===== src/rtl/cea_pkg.sv =====
`timescale 1ns / 1ps
`default_nettype none

package cea_pkg;

   // Port field widths
   localparam int LEN_W   = 13;
   localparam int START_W = 12;
   localparam int COUNT_W = 13;

   // Block map is kept in words of this many blocks
   localparam int WORD_W   = 32;
   localparam int WORD_LOG = 5;

   localparam logic [COUNT_W-1:0] CFG_RESET = 13'd4096;

   localparam logic STATUS_OK      = 1'b0;
   localparam logic STATUS_NOSPACE = 1'b1;

endpackage

`default_nettype wire


===== src/rtl/cea_ram.sv =====
`timescale 1ns / 1ps
`default_nettype none

module cea_ram #(
   parameter int WIDTH = 32,
   parameter int DEPTH = 128
) (
   input  wire logic                     clock,
   input  wire logic                     we,
   input  wire logic [$clog2(DEPTH)-1:0] waddr,
   input  wire logic [WIDTH-1:0]         wdata,
   input  wire logic                     re,
   input  wire logic [$clog2(DEPTH)-1:0] raddr,
   output logic      [WIDTH-1:0]         rdata
);

   logic [WIDTH-1:0] mem_ff [DEPTH];
   logic [WIDTH-1:0] rdata_ff;

   always_ff @(posedge clock) begin
      if (we) begin
         mem_ff[waddr] <= wdata;
      end
      if (re) begin
         rdata_ff <= mem_ff[raddr];
      end
   end

   assign rdata = rdata_ff;

endmodule

`default_nettype wire


===== src/rtl/contiguous_extent_allocator_top.sv =====
// First-fit allocator of contiguous block runs. The block map lives in one RAM of
// 32-block words; after reset a clearing sweep writes every word to zero, one word a
// cycle (128 words at the default MAX_BLOCKS of 4096), with busy high. A request is
// taken when start is high and busy is low. A zero length, or one above the active
// limit min(blocks_in_use, MAX_BLOCKS), is answered on the next cycle with no-space.
// Otherwise the block reads the map one word per cycle from block 0 upward. busy then
// stays high while it reads words up to the word where the run ends (or up to the
// last word under the limit on no-space), forms the run, and then marks each word the
// run covers with a read-modify-write. busy drops as the result strobe rises. Each
// result is shown on the rsp_ ports for exactly one cycle with rsp_valid high and
// cannot be held off by the receiver. The blocks_in_use register may be written at
// any time the block is idle; csr_ready is always high.
`timescale 1ns / 1ps
`default_nettype none

module contiguous_extent_allocator_top #(
   parameter int MAX_BLOCKS = 4096
) (
   input  wire logic                        clock,
   input  wire logic                        reset,
   input  wire logic                        start,
   output logic                             busy,
   input  wire logic [cea_pkg::LEN_W-1:0]   req_run_length,
   output logic                             rsp_valid,
   output logic                             rsp_status,
   output logic      [cea_pkg::START_W-1:0] rsp_first_block,
   output logic      [cea_pkg::COUNT_W-1:0] rsp_free_blocks,
   input  wire logic                        csr_valid,
   output logic                             csr_ready,
   input  wire logic [cea_pkg::COUNT_W-1:0] csr_blocks_in_use
);

   localparam int WORD_W    = cea_pkg::WORD_W;
   localparam int WORD_LOG  = cea_pkg::WORD_LOG;
   localparam int CNT_MAX   = (1 << cea_pkg::COUNT_W) - 1;
   localparam int MAX_LIMIT = (MAX_BLOCKS < CNT_MAX) ? MAX_BLOCKS : CNT_MAX;
   localparam int BW        = $clog2(MAX_LIMIT + 1);
   localparam int WIW       = BW - WORD_LOG;
   localparam int NW        = (MAX_LIMIT + WORD_W - 1) / WORD_W;
   localparam int AW        = $clog2(NW);

   typedef enum logic [2:0] {
      ST_CLEAR,
      ST_IDLE,
      ST_SCAN,
      ST_FOUND,
      ST_MARK
   } state_type;

   // control registers
   state_type                   state_ff, state_in;
   logic                        rsp_valid_ff, rsp_valid_in;
   logic [BW-1:0]               alloc_ff, alloc_in;
   logic [cea_pkg::COUNT_W-1:0] csr_ff, csr_in;
   logic [AW-1:0]               clr_ff, clr_in;
   logic                        sc_issue_ff, sc_issue_in;
   logic                        dv_ff, dv_in;
   logic                        mk_issue_ff, mk_issue_in;
   logic                        pend_ff, pend_in;

   // payload registers
   logic                        rsp_status_ff, rsp_status_in;
   logic [cea_pkg::START_W-1:0] rsp_start_ff, rsp_start_in;
   logic [cea_pkg::COUNT_W-1:0] rsp_free_ff, rsp_free_in;
   logic [BW-1:0]               len_ff, len_in;
   logic [BW-1:0]               rem_ff, rem_in;
   logic [WIW-1:0]              rd_word_ff, rd_word_in;
   logic [WIW-1:0]              proc_word_ff, proc_word_in;
   logic [WIW-1:0]              hit_word_ff, hit_word_in;
   logic [WORD_LOG-1:0]         hit_j_ff, hit_j_in;
   logic [BW-1:0]               start_ff, start_in;
   logic [BW-1:0]               end_ff, end_in;
   logic [WIW-1:0]              mk_rd_ff, mk_rd_in;
   logic [WIW-1:0]              pend_word_ff, pend_word_in;

   // RAM port
   logic              ram_we, ram_re;
   logic [AW-1:0]     ram_waddr, ram_raddr;
   logic [WORD_W-1:0] ram_wdata, ram_rdata;

   // limit and counts
   logic [BW-1:0]  lim, lim_m1;
   logic [WIW-1:0] last_word;
   logic           req_ok;
   logic [BW-1:0]  alloc_sum, free_cur, free_new;

   // word scan
   logic [BW-1:0]       base, vc;
   logic                last_in_word;
   logic [WORD_W-1:0]   valid_mask, fv, rem_mask;
   logic                pre_hit, in_hit, all_free;
   logic [WORD_LOG-1:0] pre_j, in_j, hi_used, tz;
   logic [WORD_W-1:0]   win_p [WORD_LOG+1];
   logic [WORD_W-1:0]   win_h;
   logic                win_seen;
   logic [BW-1:0]       rem_next;

   // run marking
   logic [BW-1:0]       run_end, run_start;
   logic [WIW-1:0]      start_word, end_word;
   logic [WORD_LOG-1:0] mk_lo, mk_hi;
   logic [WORD_W-1:0]   mk_mask;

   cea_ram #(
      .WIDTH (WORD_W),
      .DEPTH (NW)
   ) u_map (
      .clock (clock),
      .we    (ram_we),
      .waddr (ram_waddr),
      .wdata (ram_wdata),
      .re    (ram_re),
      .raddr (ram_raddr),
      .rdata (ram_rdata)
   );

   assign lim = (csr_ff > cea_pkg::COUNT_W'(MAX_LIMIT)) ? BW'(MAX_LIMIT) : BW'(csr_ff);
   assign lim_m1    = lim - BW'(1);
   assign last_word = lim_m1[BW-1:WORD_LOG];
   assign req_ok    = (req_run_length != '0) &&
                      (req_run_length <= cea_pkg::LEN_W'(lim));
   assign alloc_sum = alloc_ff + len_ff;
   assign free_cur  = (lim > alloc_ff)  ? lim - alloc_ff  : '0;
   assign free_new  = (lim > alloc_sum) ? lim - alloc_sum : '0;

   // Evaluate one map word against the run being searched for
   always_comb begin
      base         = {proc_word_ff, {WORD_LOG{1'b0}}};
      vc           = lim - base;
      last_in_word = (vc <= BW'(WORD_W));
      valid_mask   = (vc >= BW'(WORD_W)) ? '1 : ~({WORD_W{1'b1}} << vc[WORD_LOG-1:0]);
      // blocks past the limit count as used
      fv           = ~ram_rdata & valid_mask;
      all_free     = &fv;

      // run carried in from earlier words finishes inside this word
      rem_mask = (rem_ff >= BW'(WORD_W)) ? '1 : ~({WORD_W{1'b1}} << rem_ff[WORD_LOG-1:0]);
      pre_hit  = (rem_ff <= BW'(WORD_W)) && ((fv & rem_mask) == rem_mask);
      pre_j    = rem_ff[WORD_LOG-1:0] - WORD_LOG'(1);

      // win_p[k][j]: 2**k free blocks end at bit j
      win_p[0] = fv;
      for (int k = 1; k <= WORD_LOG; k++) begin
         win_p[k] = win_p[k-1] & (win_p[k-1] << (1 << (k-1)));
      end
      // chain segments by the bits of the length
      win_h    = '0;
      win_seen = 1'b0;
      for (int k = 0; k <= WORD_LOG; k++) begin
         if (len_ff[k]) begin
            win_h    = win_seen ? (win_p[k] & (win_h << (1 << k))) : win_p[k];
            win_seen = 1'b1;
         end
      end
      in_hit = (len_ff <= BW'(WORD_W)) && (|win_h);
      in_j   = '0;
      for (int i = WORD_W - 1; i >= 0; i--) begin
         if (win_h[i]) begin
            in_j = WORD_LOG'(i);
         end
      end

      // free blocks at the top of the word carry into the next one
      hi_used = '0;
      for (int i = 0; i < WORD_W; i++) begin
         if (!fv[i]) begin
            hi_used = WORD_LOG'(i);
         end
      end
      tz       = WORD_LOG'(WORD_W - 1) - hi_used;
      rem_next = all_free ? rem_ff - BW'(WORD_W) : len_ff - BW'(tz);
   end

   // Mask of run bits inside the word being marked
   always_comb begin
      run_end    = {hit_word_ff, hit_j_ff};
      run_start  = run_end + BW'(1) - len_ff;
      start_word = start_ff[BW-1:WORD_LOG];
      end_word   = end_ff[BW-1:WORD_LOG];
      mk_lo      = (pend_word_ff == start_word) ? start_ff[WORD_LOG-1:0] : '0;
      mk_hi      = (pend_word_ff == end_word) ? end_ff[WORD_LOG-1:0] : '1;
      mk_mask    = ({WORD_W{1'b1}} << mk_lo) &
                   ({WORD_W{1'b1}} >> (WORD_LOG'(WORD_W - 1) - mk_hi));
   end

   always_comb begin
      ram_we    = 1'b0;
      ram_waddr = '0;
      ram_wdata = '0;
      ram_re    = 1'b0;
      ram_raddr = '0;
      case (state_ff)
         ST_CLEAR: begin
            ram_we    = 1'b1;
            ram_waddr = clr_ff;
         end
         ST_SCAN: begin
            ram_re    = sc_issue_ff;
            ram_raddr = AW'(rd_word_ff);
         end
         ST_MARK: begin
            ram_re    = mk_issue_ff;
            ram_raddr = AW'(mk_rd_ff);
            ram_we    = pend_ff;
            ram_waddr = AW'(pend_word_ff);
            ram_wdata = ram_rdata | mk_mask;
         end
         default: begin
         end
      endcase
   end

   always_comb begin
      state_in      = state_ff;
      rsp_valid_in  = 1'b0;
      alloc_in      = alloc_ff;
      csr_in        = csr_valid ? csr_blocks_in_use : csr_ff;
      clr_in        = clr_ff;
      sc_issue_in   = sc_issue_ff;
      dv_in         = 1'b0;
      mk_issue_in   = mk_issue_ff;
      pend_in       = 1'b0;
      rsp_status_in = rsp_status_ff;
      rsp_start_in  = rsp_start_ff;
      rsp_free_in   = rsp_free_ff;
      len_in        = len_ff;
      rem_in        = rem_ff;
      rd_word_in    = rd_word_ff;
      proc_word_in  = proc_word_ff;
      hit_word_in   = hit_word_ff;
      hit_j_in      = hit_j_ff;
      start_in      = start_ff;
      end_in        = end_ff;
      mk_rd_in      = mk_rd_ff;
      pend_word_in  = pend_word_ff;

      case (state_ff)
         ST_CLEAR: begin
            clr_in = clr_ff + AW'(1);
            if (clr_ff == AW'(NW - 1)) begin
               state_in = ST_IDLE;
            end
         end
         ST_IDLE: begin
            if (start) begin
               if (req_ok) begin
                  len_in      = BW'(req_run_length);
                  rem_in      = BW'(req_run_length);
                  rd_word_in  = '0;
                  sc_issue_in = 1'b1;
                  state_in    = ST_SCAN;
               end else begin
                  rsp_valid_in  = 1'b1;
                  rsp_status_in = cea_pkg::STATUS_NOSPACE;
                  rsp_start_in  = '0;
                  rsp_free_in   = cea_pkg::COUNT_W'(free_cur);
               end
            end
         end
         ST_SCAN: begin
            // keep reads one word ahead of the evaluation
            dv_in        = sc_issue_ff;
            proc_word_in = rd_word_ff;
            if (sc_issue_ff) begin
               if (rd_word_ff == last_word) begin
                  sc_issue_in = 1'b0;
               end else begin
                  rd_word_in = rd_word_ff + WIW'(1);
               end
            end
            if (dv_ff) begin
               if (pre_hit || in_hit) begin
                  hit_word_in = proc_word_ff;
                  hit_j_in    = pre_hit ? pre_j : in_j;
                  sc_issue_in = 1'b0;
                  state_in    = ST_FOUND;
               end else if (last_in_word) begin
                  sc_issue_in   = 1'b0;
                  rsp_valid_in  = 1'b1;
                  rsp_status_in = cea_pkg::STATUS_NOSPACE;
                  rsp_start_in  = '0;
                  rsp_free_in   = cea_pkg::COUNT_W'(free_cur);
                  state_in      = ST_IDLE;
               end else begin
                  rem_in = rem_next;
               end
            end
         end
         ST_FOUND: begin
            start_in    = run_start;
            end_in      = run_end;
            mk_rd_in    = run_start[BW-1:WORD_LOG];
            mk_issue_in = 1'b1;
            state_in    = ST_MARK;
         end
         ST_MARK: begin
            pend_in      = mk_issue_ff;
            pend_word_in = mk_rd_ff;
            if (mk_issue_ff) begin
               if (mk_rd_ff == end_word) begin
                  mk_issue_in = 1'b0;
               end else begin
                  mk_rd_in = mk_rd_ff + WIW'(1);
               end
            end
            if (pend_ff && (pend_word_ff == end_word)) begin
               alloc_in      = alloc_sum;
               rsp_valid_in  = 1'b1;
               rsp_status_in = cea_pkg::STATUS_OK;
               rsp_start_in  = cea_pkg::START_W'(start_ff);
               rsp_free_in   = cea_pkg::COUNT_W'(free_new);
               state_in      = ST_IDLE;
            end
         end
         default: begin
            state_in = ST_IDLE;
         end
      endcase
   end

   always_ff @(posedge clock) begin
      if (reset) begin
         state_ff     <= ST_CLEAR;
         rsp_valid_ff <= 1'b0;
         alloc_ff     <= '0;
         csr_ff       <= cea_pkg::CFG_RESET;
         clr_ff       <= '0;
         sc_issue_ff  <= 1'b0;
         dv_ff        <= 1'b0;
         mk_issue_ff  <= 1'b0;
         pend_ff      <= 1'b0;
      end else begin
         state_ff     <= state_in;
         rsp_valid_ff <= rsp_valid_in;
         alloc_ff     <= alloc_in;
         csr_ff       <= csr_in;
         clr_ff       <= clr_in;
         sc_issue_ff  <= sc_issue_in;
         dv_ff        <= dv_in;
         mk_issue_ff  <= mk_issue_in;
         pend_ff      <= pend_in;
      end
      rsp_status_ff <= rsp_status_in;
      rsp_start_ff  <= rsp_start_in;
      rsp_free_ff   <= rsp_free_in;
      len_ff        <= len_in;
      rem_ff        <= rem_in;
      rd_word_ff    <= rd_word_in;
      proc_word_ff  <= proc_word_in;
      hit_word_ff   <= hit_word_in;
      hit_j_ff      <= hit_j_in;
      start_ff      <= start_in;
      end_ff        <= end_in;
      mk_rd_ff      <= mk_rd_in;
      pend_word_ff  <= pend_word_in;
   end

   assign busy            = (state_ff != ST_IDLE);
   assign csr_ready       = 1'b1;
   assign rsp_valid       = rsp_valid_ff;
   assign rsp_status      = rsp_status_ff;
   assign rsp_first_block = rsp_start_ff;
   assign rsp_free_blocks = rsp_free_ff;

`ifndef NO_ASSERTIONS
   a_zero_len_nospace: assert property (@(posedge clock) disable iff (reset)
      (start && !busy && (req_run_length == '0)) |=>
         (rsp_valid && (rsp_status == cea_pkg::STATUS_NOSPACE)))
      else $error("zero length request not answered with no-space");

   a_rsp_frees_block: assert property (@(posedge clock) disable iff (reset)
      rsp_valid |-> !busy)
      else $error("result shown while block still busy");

   a_ok_after_mark: assert property (@(posedge clock) disable iff (reset)
      (rsp_valid && (rsp_status == cea_pkg::STATUS_OK)) |-> $past(state_ff == ST_MARK))
      else $error("ok result without a marking pass");

   a_scan_in_limit: assert property (@(posedge clock) disable iff (reset)
      ((state_ff == ST_SCAN) && dv_ff) |-> (proc_word_ff <= last_word))
      else $error("scan evaluated a word past the limit");

   a_mark_in_run: assert property (@(posedge clock) disable iff (reset)
      ((state_ff == ST_MARK) && pend_ff) |->
         ((pend_word_ff >= start_word) && (pend_word_ff <= end_word)))
      else $error("map write outside the allocated run");
`endif

endmodule

`default_nettype wire

===== config.mk =====
export PLATFORM = sky130hd
export DESIGN_NAME = contiguous_extent_allocator_top
export DESIGN_NICKNAME = d
export VERILOG_FILES = /design/src/rtl/cea_pkg.sv /design/src/rtl/cea_ram.sv /design/src/rtl/contiguous_extent_allocator_top.sv
export SDC_FILE = /design/constraint.sdc
export NUM_CORES = 2
export LEC_CHECK = 0
export ABC_CLOCK_PERIOD_IN_PS = 7200
export BUFFER_PORTS_ARGS = -buffer_cell sky130_fd_sc_hd__buf_2
export CORE_MARGIN = 4
export CORE_UTILIZATION = 30
export DETAILED_ROUTE_END_ITERATION = 12
export PLACE_DENSITY = 0.46
export SLEW_MARGIN = 10
export SYNTH_ARGS = -nofsm -noshare
export SYNTH_HDL_FRONTEND = slang
export SYNTH_SLANG_ARGS = --single-unit

===== constraint.sdc =====
create_clock -name clock -period 7.2 [get_ports clock]
set_input_delay 0.36 -clock clock [delete_from_list [all_inputs] [get_ports clock]]
set_output_delay 0.36 -clock clock [all_outputs]
set_load 0.05 [all_outputs]

* Word-level counts from Yosys, hierarchy flattened
Memory sizes are Yosys's and may differ from the RTL's. A register that Yosys moved wholly into a read port is not among the register bits.
Index checks and enable logic that the tools add are counted.
** Operators by class
- Shift operators :: 4
- Multiplexer cells :: 156
- $lt $le $gt $ge :: 9
- Bitwise gates (word level) :: 18
- Equal/unequal tests :: 25
- $add $sub $neg :: 15
- Reduce and logical (&&, ||, !) cells :: 23
** Operator list (count)
- $mux W32 :: 14
- $and A32 B32 Y32 :: 12
- $mux W5 :: 65
- $mux W13 :: 15
- $not A32 Y32 :: 3
- $shl A32 B5 Y32 const A :: 3
- $mux W12 :: 6
- $sub A13 B13 Y13 :: 4
- $mux W8 :: 6
- $le A13 B6 Y1 const B :: 3
- $pmux W13 S3 :: 1
- $pmux W12 S3 :: 1
- $eq A32 B32 Y1 :: 1
- $eq A8 B8 Y1 :: 4
- $or A32 B32 Y32 :: 1
- $pmux W8 S2 :: 2
- $reduce_and A32 Y1 :: 1
- $reduce_or A32 Y1 :: 1
- $shr A32 B5 Y32 const A :: 1
- $mux W1 :: 29
- $pmux W7 S2 :: 2
- $ge A13 B6 Y1 const B :: 2
- $gt A13 B13 Y1 :: 2
- $ne A2 B2 Y1 const B :: 13
- other kinds (35) :: 58
** Storage, ports and cells
- Flip-flop bits (word level) :: 164
- Output and inout port bits :: 29
- Input bits :: 30
- Logic and storage cells :: 273
- Bits in writable memories :: 4096
- Memories :: 1
** Memories
- u_map.mem_ff :: words 128, bits a word 32, read ports 1, clocked after Yosys merged registers in 1, write ports 1, RTL line cea_ram.sv:17 : logic [WIDTH-1:0] mem_ff [DEPTH];

* Logic depth before layout (Yosys ltp)
- Depth after elaboration :: 54
- Gate-level depth with buffers :: 33
- Gate-level depth less buffers :: 29

* Hierarchy
From an unflattened synthesis, not the netlist that was laid out.
** Second synthesis, totals
- Cells, all modules :: 8051
- Area, all modules :: 172977.1 um^2
** By module, submodules not included
- cea_ram :: area each 156596.4 um^2, times used 1, seq. area each 123958.9 um^2, cells each 5990
- contiguous_extent_allocator_top :: area each 16380.7 um^2, times used 1, seq. area each 4514.3 um^2, cells each 2061

* Least setup slack after synthesis
Ideal clock, no wire load.
- Path kind :: reg-to-reg
- From :: reg csr_ff[12] (netlist name)
- To :: reg rsp_start_ff, in the netlist rsp_first_block[0] (enable)
- Cell stages (with the launch flop) :: 21
- Data arrival time :: 5.742 ns
- Clock period less this slack :: 6.154 ns
- Buffers on the path :: 3
- Setup time :: 0.412 ns
- Data required time :: 6.788 ns
- Path slack :: 1.046 ns
- Path through :: dfxtp_1 > buf_2 > inv_2 > clkbuf_1 > nand2_1 > ha_1 > fa_1 > nand2b_1 > o2bb2ai_1 > o21ai_1 > o2111ai_2 > buf_4 > nor4_2 > o32ai_1 > a22oi_2 > a211oi_1 > a2111oi_2 > and4_4 > and3b_4 > a41oi_2 > a221oi_2
** Between the ends
- Word-level cells in the longest chain between the ends :: 26
- Elaborated cells between the ends (all ways) :: 41
- Classes of those cells :: add/sub (1); order compare (4); eq/ne (4); shift (1); mux (13); bitwise (12); reduce/logical (6)
** Ends and longest elaborated chain
- start: declaration :: RTL line contiguous_extent_allocator_top.sv:54 : logic [cea_pkg::COUNT_W-1:0] csr_ff, csr_in;
- start signal: assignment :: RTL line contiguous_extent_allocator_top.sv:326 : csr_ff <= cea_pkg::CFG_RESET;
- start signal: assignment :: RTL line contiguous_extent_allocator_top.sv:336 : csr_ff <= csr_in;
- $gt A13 B13 Y1 :: RTL line contiguous_extent_allocator_top.sv:117 : assign lim = (csr_ff > cea_pkg::COUNT_W'(MAX_LIMIT)) ? BW'(MAX_LIMIT) : BW'(csr_ff);
- $mux W13 * :: RTL line contiguous_extent_allocator_top.sv:117
- branches (longest 23 deep; another with $sub A13 B13 Y13)
- $reduce_and A7 Y1 (no line) *
- end signal: assignment :: RTL line contiguous_extent_allocator_top.sv:344 : rsp_start_ff <= rsp_start_in;
- end: declaration :: RTL line contiguous_extent_allocator_top.sv:63 : logic [cea_pkg::START_W-1:0] rsp_start_ff, rsp_start_in;
Every way passes the cells marked *.
A chain may end at the register's enable or synchronous reset.

* Final worst setup path
- From :: reg csr_ff[12] (netlist name)
- To :: reg rsp_free_ff, in the netlist rsp_free_blocks[3] (enable)
** Between the ends
- Word-level cells in the longest chain between the ends :: 26
- Elaborated cells between the ends (all ways) :: 41
- Classes of those cells :: add/sub (1); order compare (4); eq/ne (4); shift (1); mux (13); bitwise (12); reduce/logical (6)
** Ends and longest elaborated chain
- $gt A13 B13 Y1 :: RTL line contiguous_extent_allocator_top.sv:117
- $mux W13 * :: RTL line contiguous_extent_allocator_top.sv:117
- branches (longest 23 deep; another with $sub A13 B13 Y13)
- $reduce_and A7 Y1 (no line) *
- end signal: assignment :: RTL line contiguous_extent_allocator_top.sv:345 : rsp_free_ff <= rsp_free_in;
- end: declaration :: RTL line contiguous_extent_allocator_top.sv:64 : logic [cea_pkg::COUNT_W-1:0] rsp_free_ff, rsp_free_in;
Marks and branches as above.

==> out/qor.csv <==
metric,value,unit
outcome,"finished, final reports clean",
largest net degree at the start of global routing,129,
HPWL after DPL,357500,um
"delay-heaviest family, CP",compound AO/OA/AOI/OAI gates,
Final ANT Viol Nets,0,
num rows,280,
synthesized instance count,9395,
CP max FO,30,
full die area,0.5952,mm^2
post-route setup slack,0.3864,ns
area delta synth->final,16.43,%
total power,50.58,mW
CTS Buf Count,449,
port bufs,57,
Power Density,248.4,mW/mm^2
WL/cell,32.03,um
antenna violations before repair,38,
maxcap violations,0,
CP Launch Type,flip-flop,
number of global-route vias before repair,97090,
IO Count,59,
Leakage,53.12,nW
mapped cell area,0.1749,mm^2
First-pass DRT Iterations,5,
placed cell count,17140,
type of the worst setup path,reg -> reg,
"Clk pin slew, worst setup/hold paths",0.06,ns
final setup vio count,0,
via count,96060,
main combinational cell family by area after synthesis,multiplexers,
post-synthesis compound-gate area fraction,5.781,%
die span in y,771.5,um
"most common cell after layout, fill and taps aside",edfxtp_1,
via/cell ratio,5.326,
CTS tree,yes,
first-pass GRT wire length,797700,um
WP buf/inv,4,
NumNets Final,10020,
Synth warnings,0,
setup TNS,0,ns
Place WS,0.5164,ns
crit end category,flip-flop,
area share of the largest cell type after synthesis,72.99,%
simple-gate portion of the synthesized area,4.623,%
CP max stage delay,0.81,ns
GP Congestion,0.8867,
most frequent cells in the layout,"edfxtp_1, mux4_2, nand2_1, clkbuf_16, buf_4",
drc violations,0,
Fin. Hold Viols,0,
Tcrit/Tclk final,94.63,%
sequential-to-total area share from yosys stat,73.46,%
root buf cell,clkbuf_16,
CTS Buffer Depth,4,
layout cells sized above 1,24.57,%
Post-synth ARST share,0,%
Yosys top cell by area,edfxtp_1,
Die X-Extent,771.5,um
Synth Area in XOR/XNOR,0.5409,%
Max IR drop VDD,0.1967,mV
Total Routing Usage GR,18.92,%
Worst Path Required,7.90,ns
HP Class,in -> reg,
GRT overflow,0,
Final Skew,0.06773,ns
worst skew pair latency,1.03,ns
synthesized flop and latch total,4292,
"Design Area, Final",0.2036,mm^2
"EDFF count, synth",4251,
Relative slew margins,1.906,%
Iter 0 DRT Violations,9721,
top_reg_cell synth,edfxtp_1,
Starting Density,30.09,%
Synth area leaders,"edfxtp_1, mux4_2, a211oi_1",
"Slew Viols, Final",0,
total core area,0.5812,mm^2
placed inst area,0.1887,mm^2
RSZ-0062 raised after global routing,false,
Worst path slowest cell,a221oi_1,
final cell count without fillers,18040,
post-layout min period,6.814,ns
syn nets,9525,
max frequency,0.1468,GHz
# H-tree levels,5,
Synth Area per Inst,18.61,um^2
adder-cell share of the synthesized area,0.7469,%
CTS Sinks,4292,
mux share of post-synthesis cell area,13.31,%
Worst EP arrival,7.51,ns
Worst Max-Slew Pin Slew,1.462,ns
crit path cell chain,inv_2 -> nand2_1 -> inv_1 -> ha_1 -> o21ai_1 -> a211oi_1 -> o21ai_1 -> o2111a_1 -> buf_4 -> a31o_2 -> a22oi_1 -> a31o_2 -> a221oi_1 -> o311a_1 -> and4_4 -> and3b_4 -> a41oi_2 -> a221oi_4 -> buf_12,
final wirelength,577700,um
"Distinct cells, synth",122,
==> timing repair <==
item,4_1_cts,5_1_grt
gates resized for setup,0,0
setup buffers,0,0
hold buffers,54,0
hold endpoints to repair,62,0
==> report_power, final <==
group	switching, mW	leakage, nW	total, mW	internal [mW]
Clock	9.89	6.99	22.8	13.0
Combinational	0.384	15.1	0.576	0.192
Sequential	0.0241	31.0	27.2	27.1
==> flip-flops by register name, indices dropped and copies added (netlist names), 13 cells and up <==
signal / count
rem_ff: 13
alloc_ff: 13
len_ff: 13
rsp_free_blocks: 13
csr_ff: 13
u_map.mem_ff: 4096
u_map.rdata: 32
start_ff: 13
end_ff: 13
==> final timing paths <==
check	start	end	slack, ns	depth (start not counted)
min	req_run_length[0]	len_ff[0]	0.13	2
max	csr_ff[12]	rsp_free_blocks[3]	0.39	19
max reg2reg	csr_ff[12]	rsp_free_blocks[3]	0.39	19
min reg2reg	proc_word_ff[4]	hit_word_ff[4]	0.46	0
==> cell usage after synthesis, types with 8 or more instances <==
master,number
a31oi_1,162
or3_1,13
dfxtp_1,41
inv_1,116
clkbuf_1,365
a2111oi_0,11
xor2_1,39
o21ai_0,109
a31o_2,15
o21ai_1,16
nand2_1,720
or4_1,8
and3_1,33
a311oi_1,136
nand2b_1,18
mux4_2,1024
a21oi_1,261
a221oi_1,13
nand3_1,78
o21bai_1,13
nor3_1,49
o211ai_1,26
buf_1,165
o22ai_1,13
nor2_1,389
a21o_1,63
mux2i_1,14
and2_1,281
xnor2_1,69
a22oi_1,21
ha_1,94
or2_2,26
edfxtp_1,4251
nor2b_1,12
nor4_1,24
o21a_1,19
a211o_1,17
o31ai_1,24
nand4_1,30
a211oi_1,377
buf_2,34
==> final cells by class <==
type | count | area [um^2]
fill | 54470 | 377600
sequential | 4292 | 128500
multi-input combinational | 4410 | 45150
clock buffer | 556 | 11760
tap | 7755 | 9703
timing repair buffer | 617 | 5515
clock inverter | 270 | 2532
inverter | 120 | 450.4
antenna | 15 | 37.54
==> per-stage QoR <==
stage | hold WS, ns | utilization, %
6_report | 0.1335 | 35.04
5_1_grt | 0.06929 | 35.03
4_1_cts | 0.008329 | 35.02
3_5_place_dp | 0.4444 | 32.47
3_3_place_gp | 0.4419 | 32.46
2_1_floorplan | 0.4244 | -
==> kinds of logic (layout without fill, tap and decap cells) <==
| logic type | after synthesis | after routing |
|---|---|---|
| fa+ha+maj | 101 | 101 |
| simple gates | 1734 | 1734 |
| compound gates | 1422 | 1422 |
| buf+inv | 693 | 1563 |
| flops | 4292 | 4292 |
| other cells | 1 | 16 |
| mux | 1044 | 1044 |
| xor+xnor | 108 | 108 |
==> worst register-to-register path: cells and delay by family, from the launching register on <==
family | cells | cell delay [ns]
adders and majority gates | 1 | 0.31
DFF | 1 | 0.32
AOI/OAI and AO/OA | 11 | 4.14
and+or+nand+nor | 3 | 0.75
buffers and inverters | 4 | 0.99
==> layer usage <==
metal	share of wire (%)	track usage, %
met1	43	26.34
met2	47	30.42
met3	7.3	3.590
met4	3.0	5.069
met5	0.0073	0
Note: power is estimated with default switching activity, not from simulation.
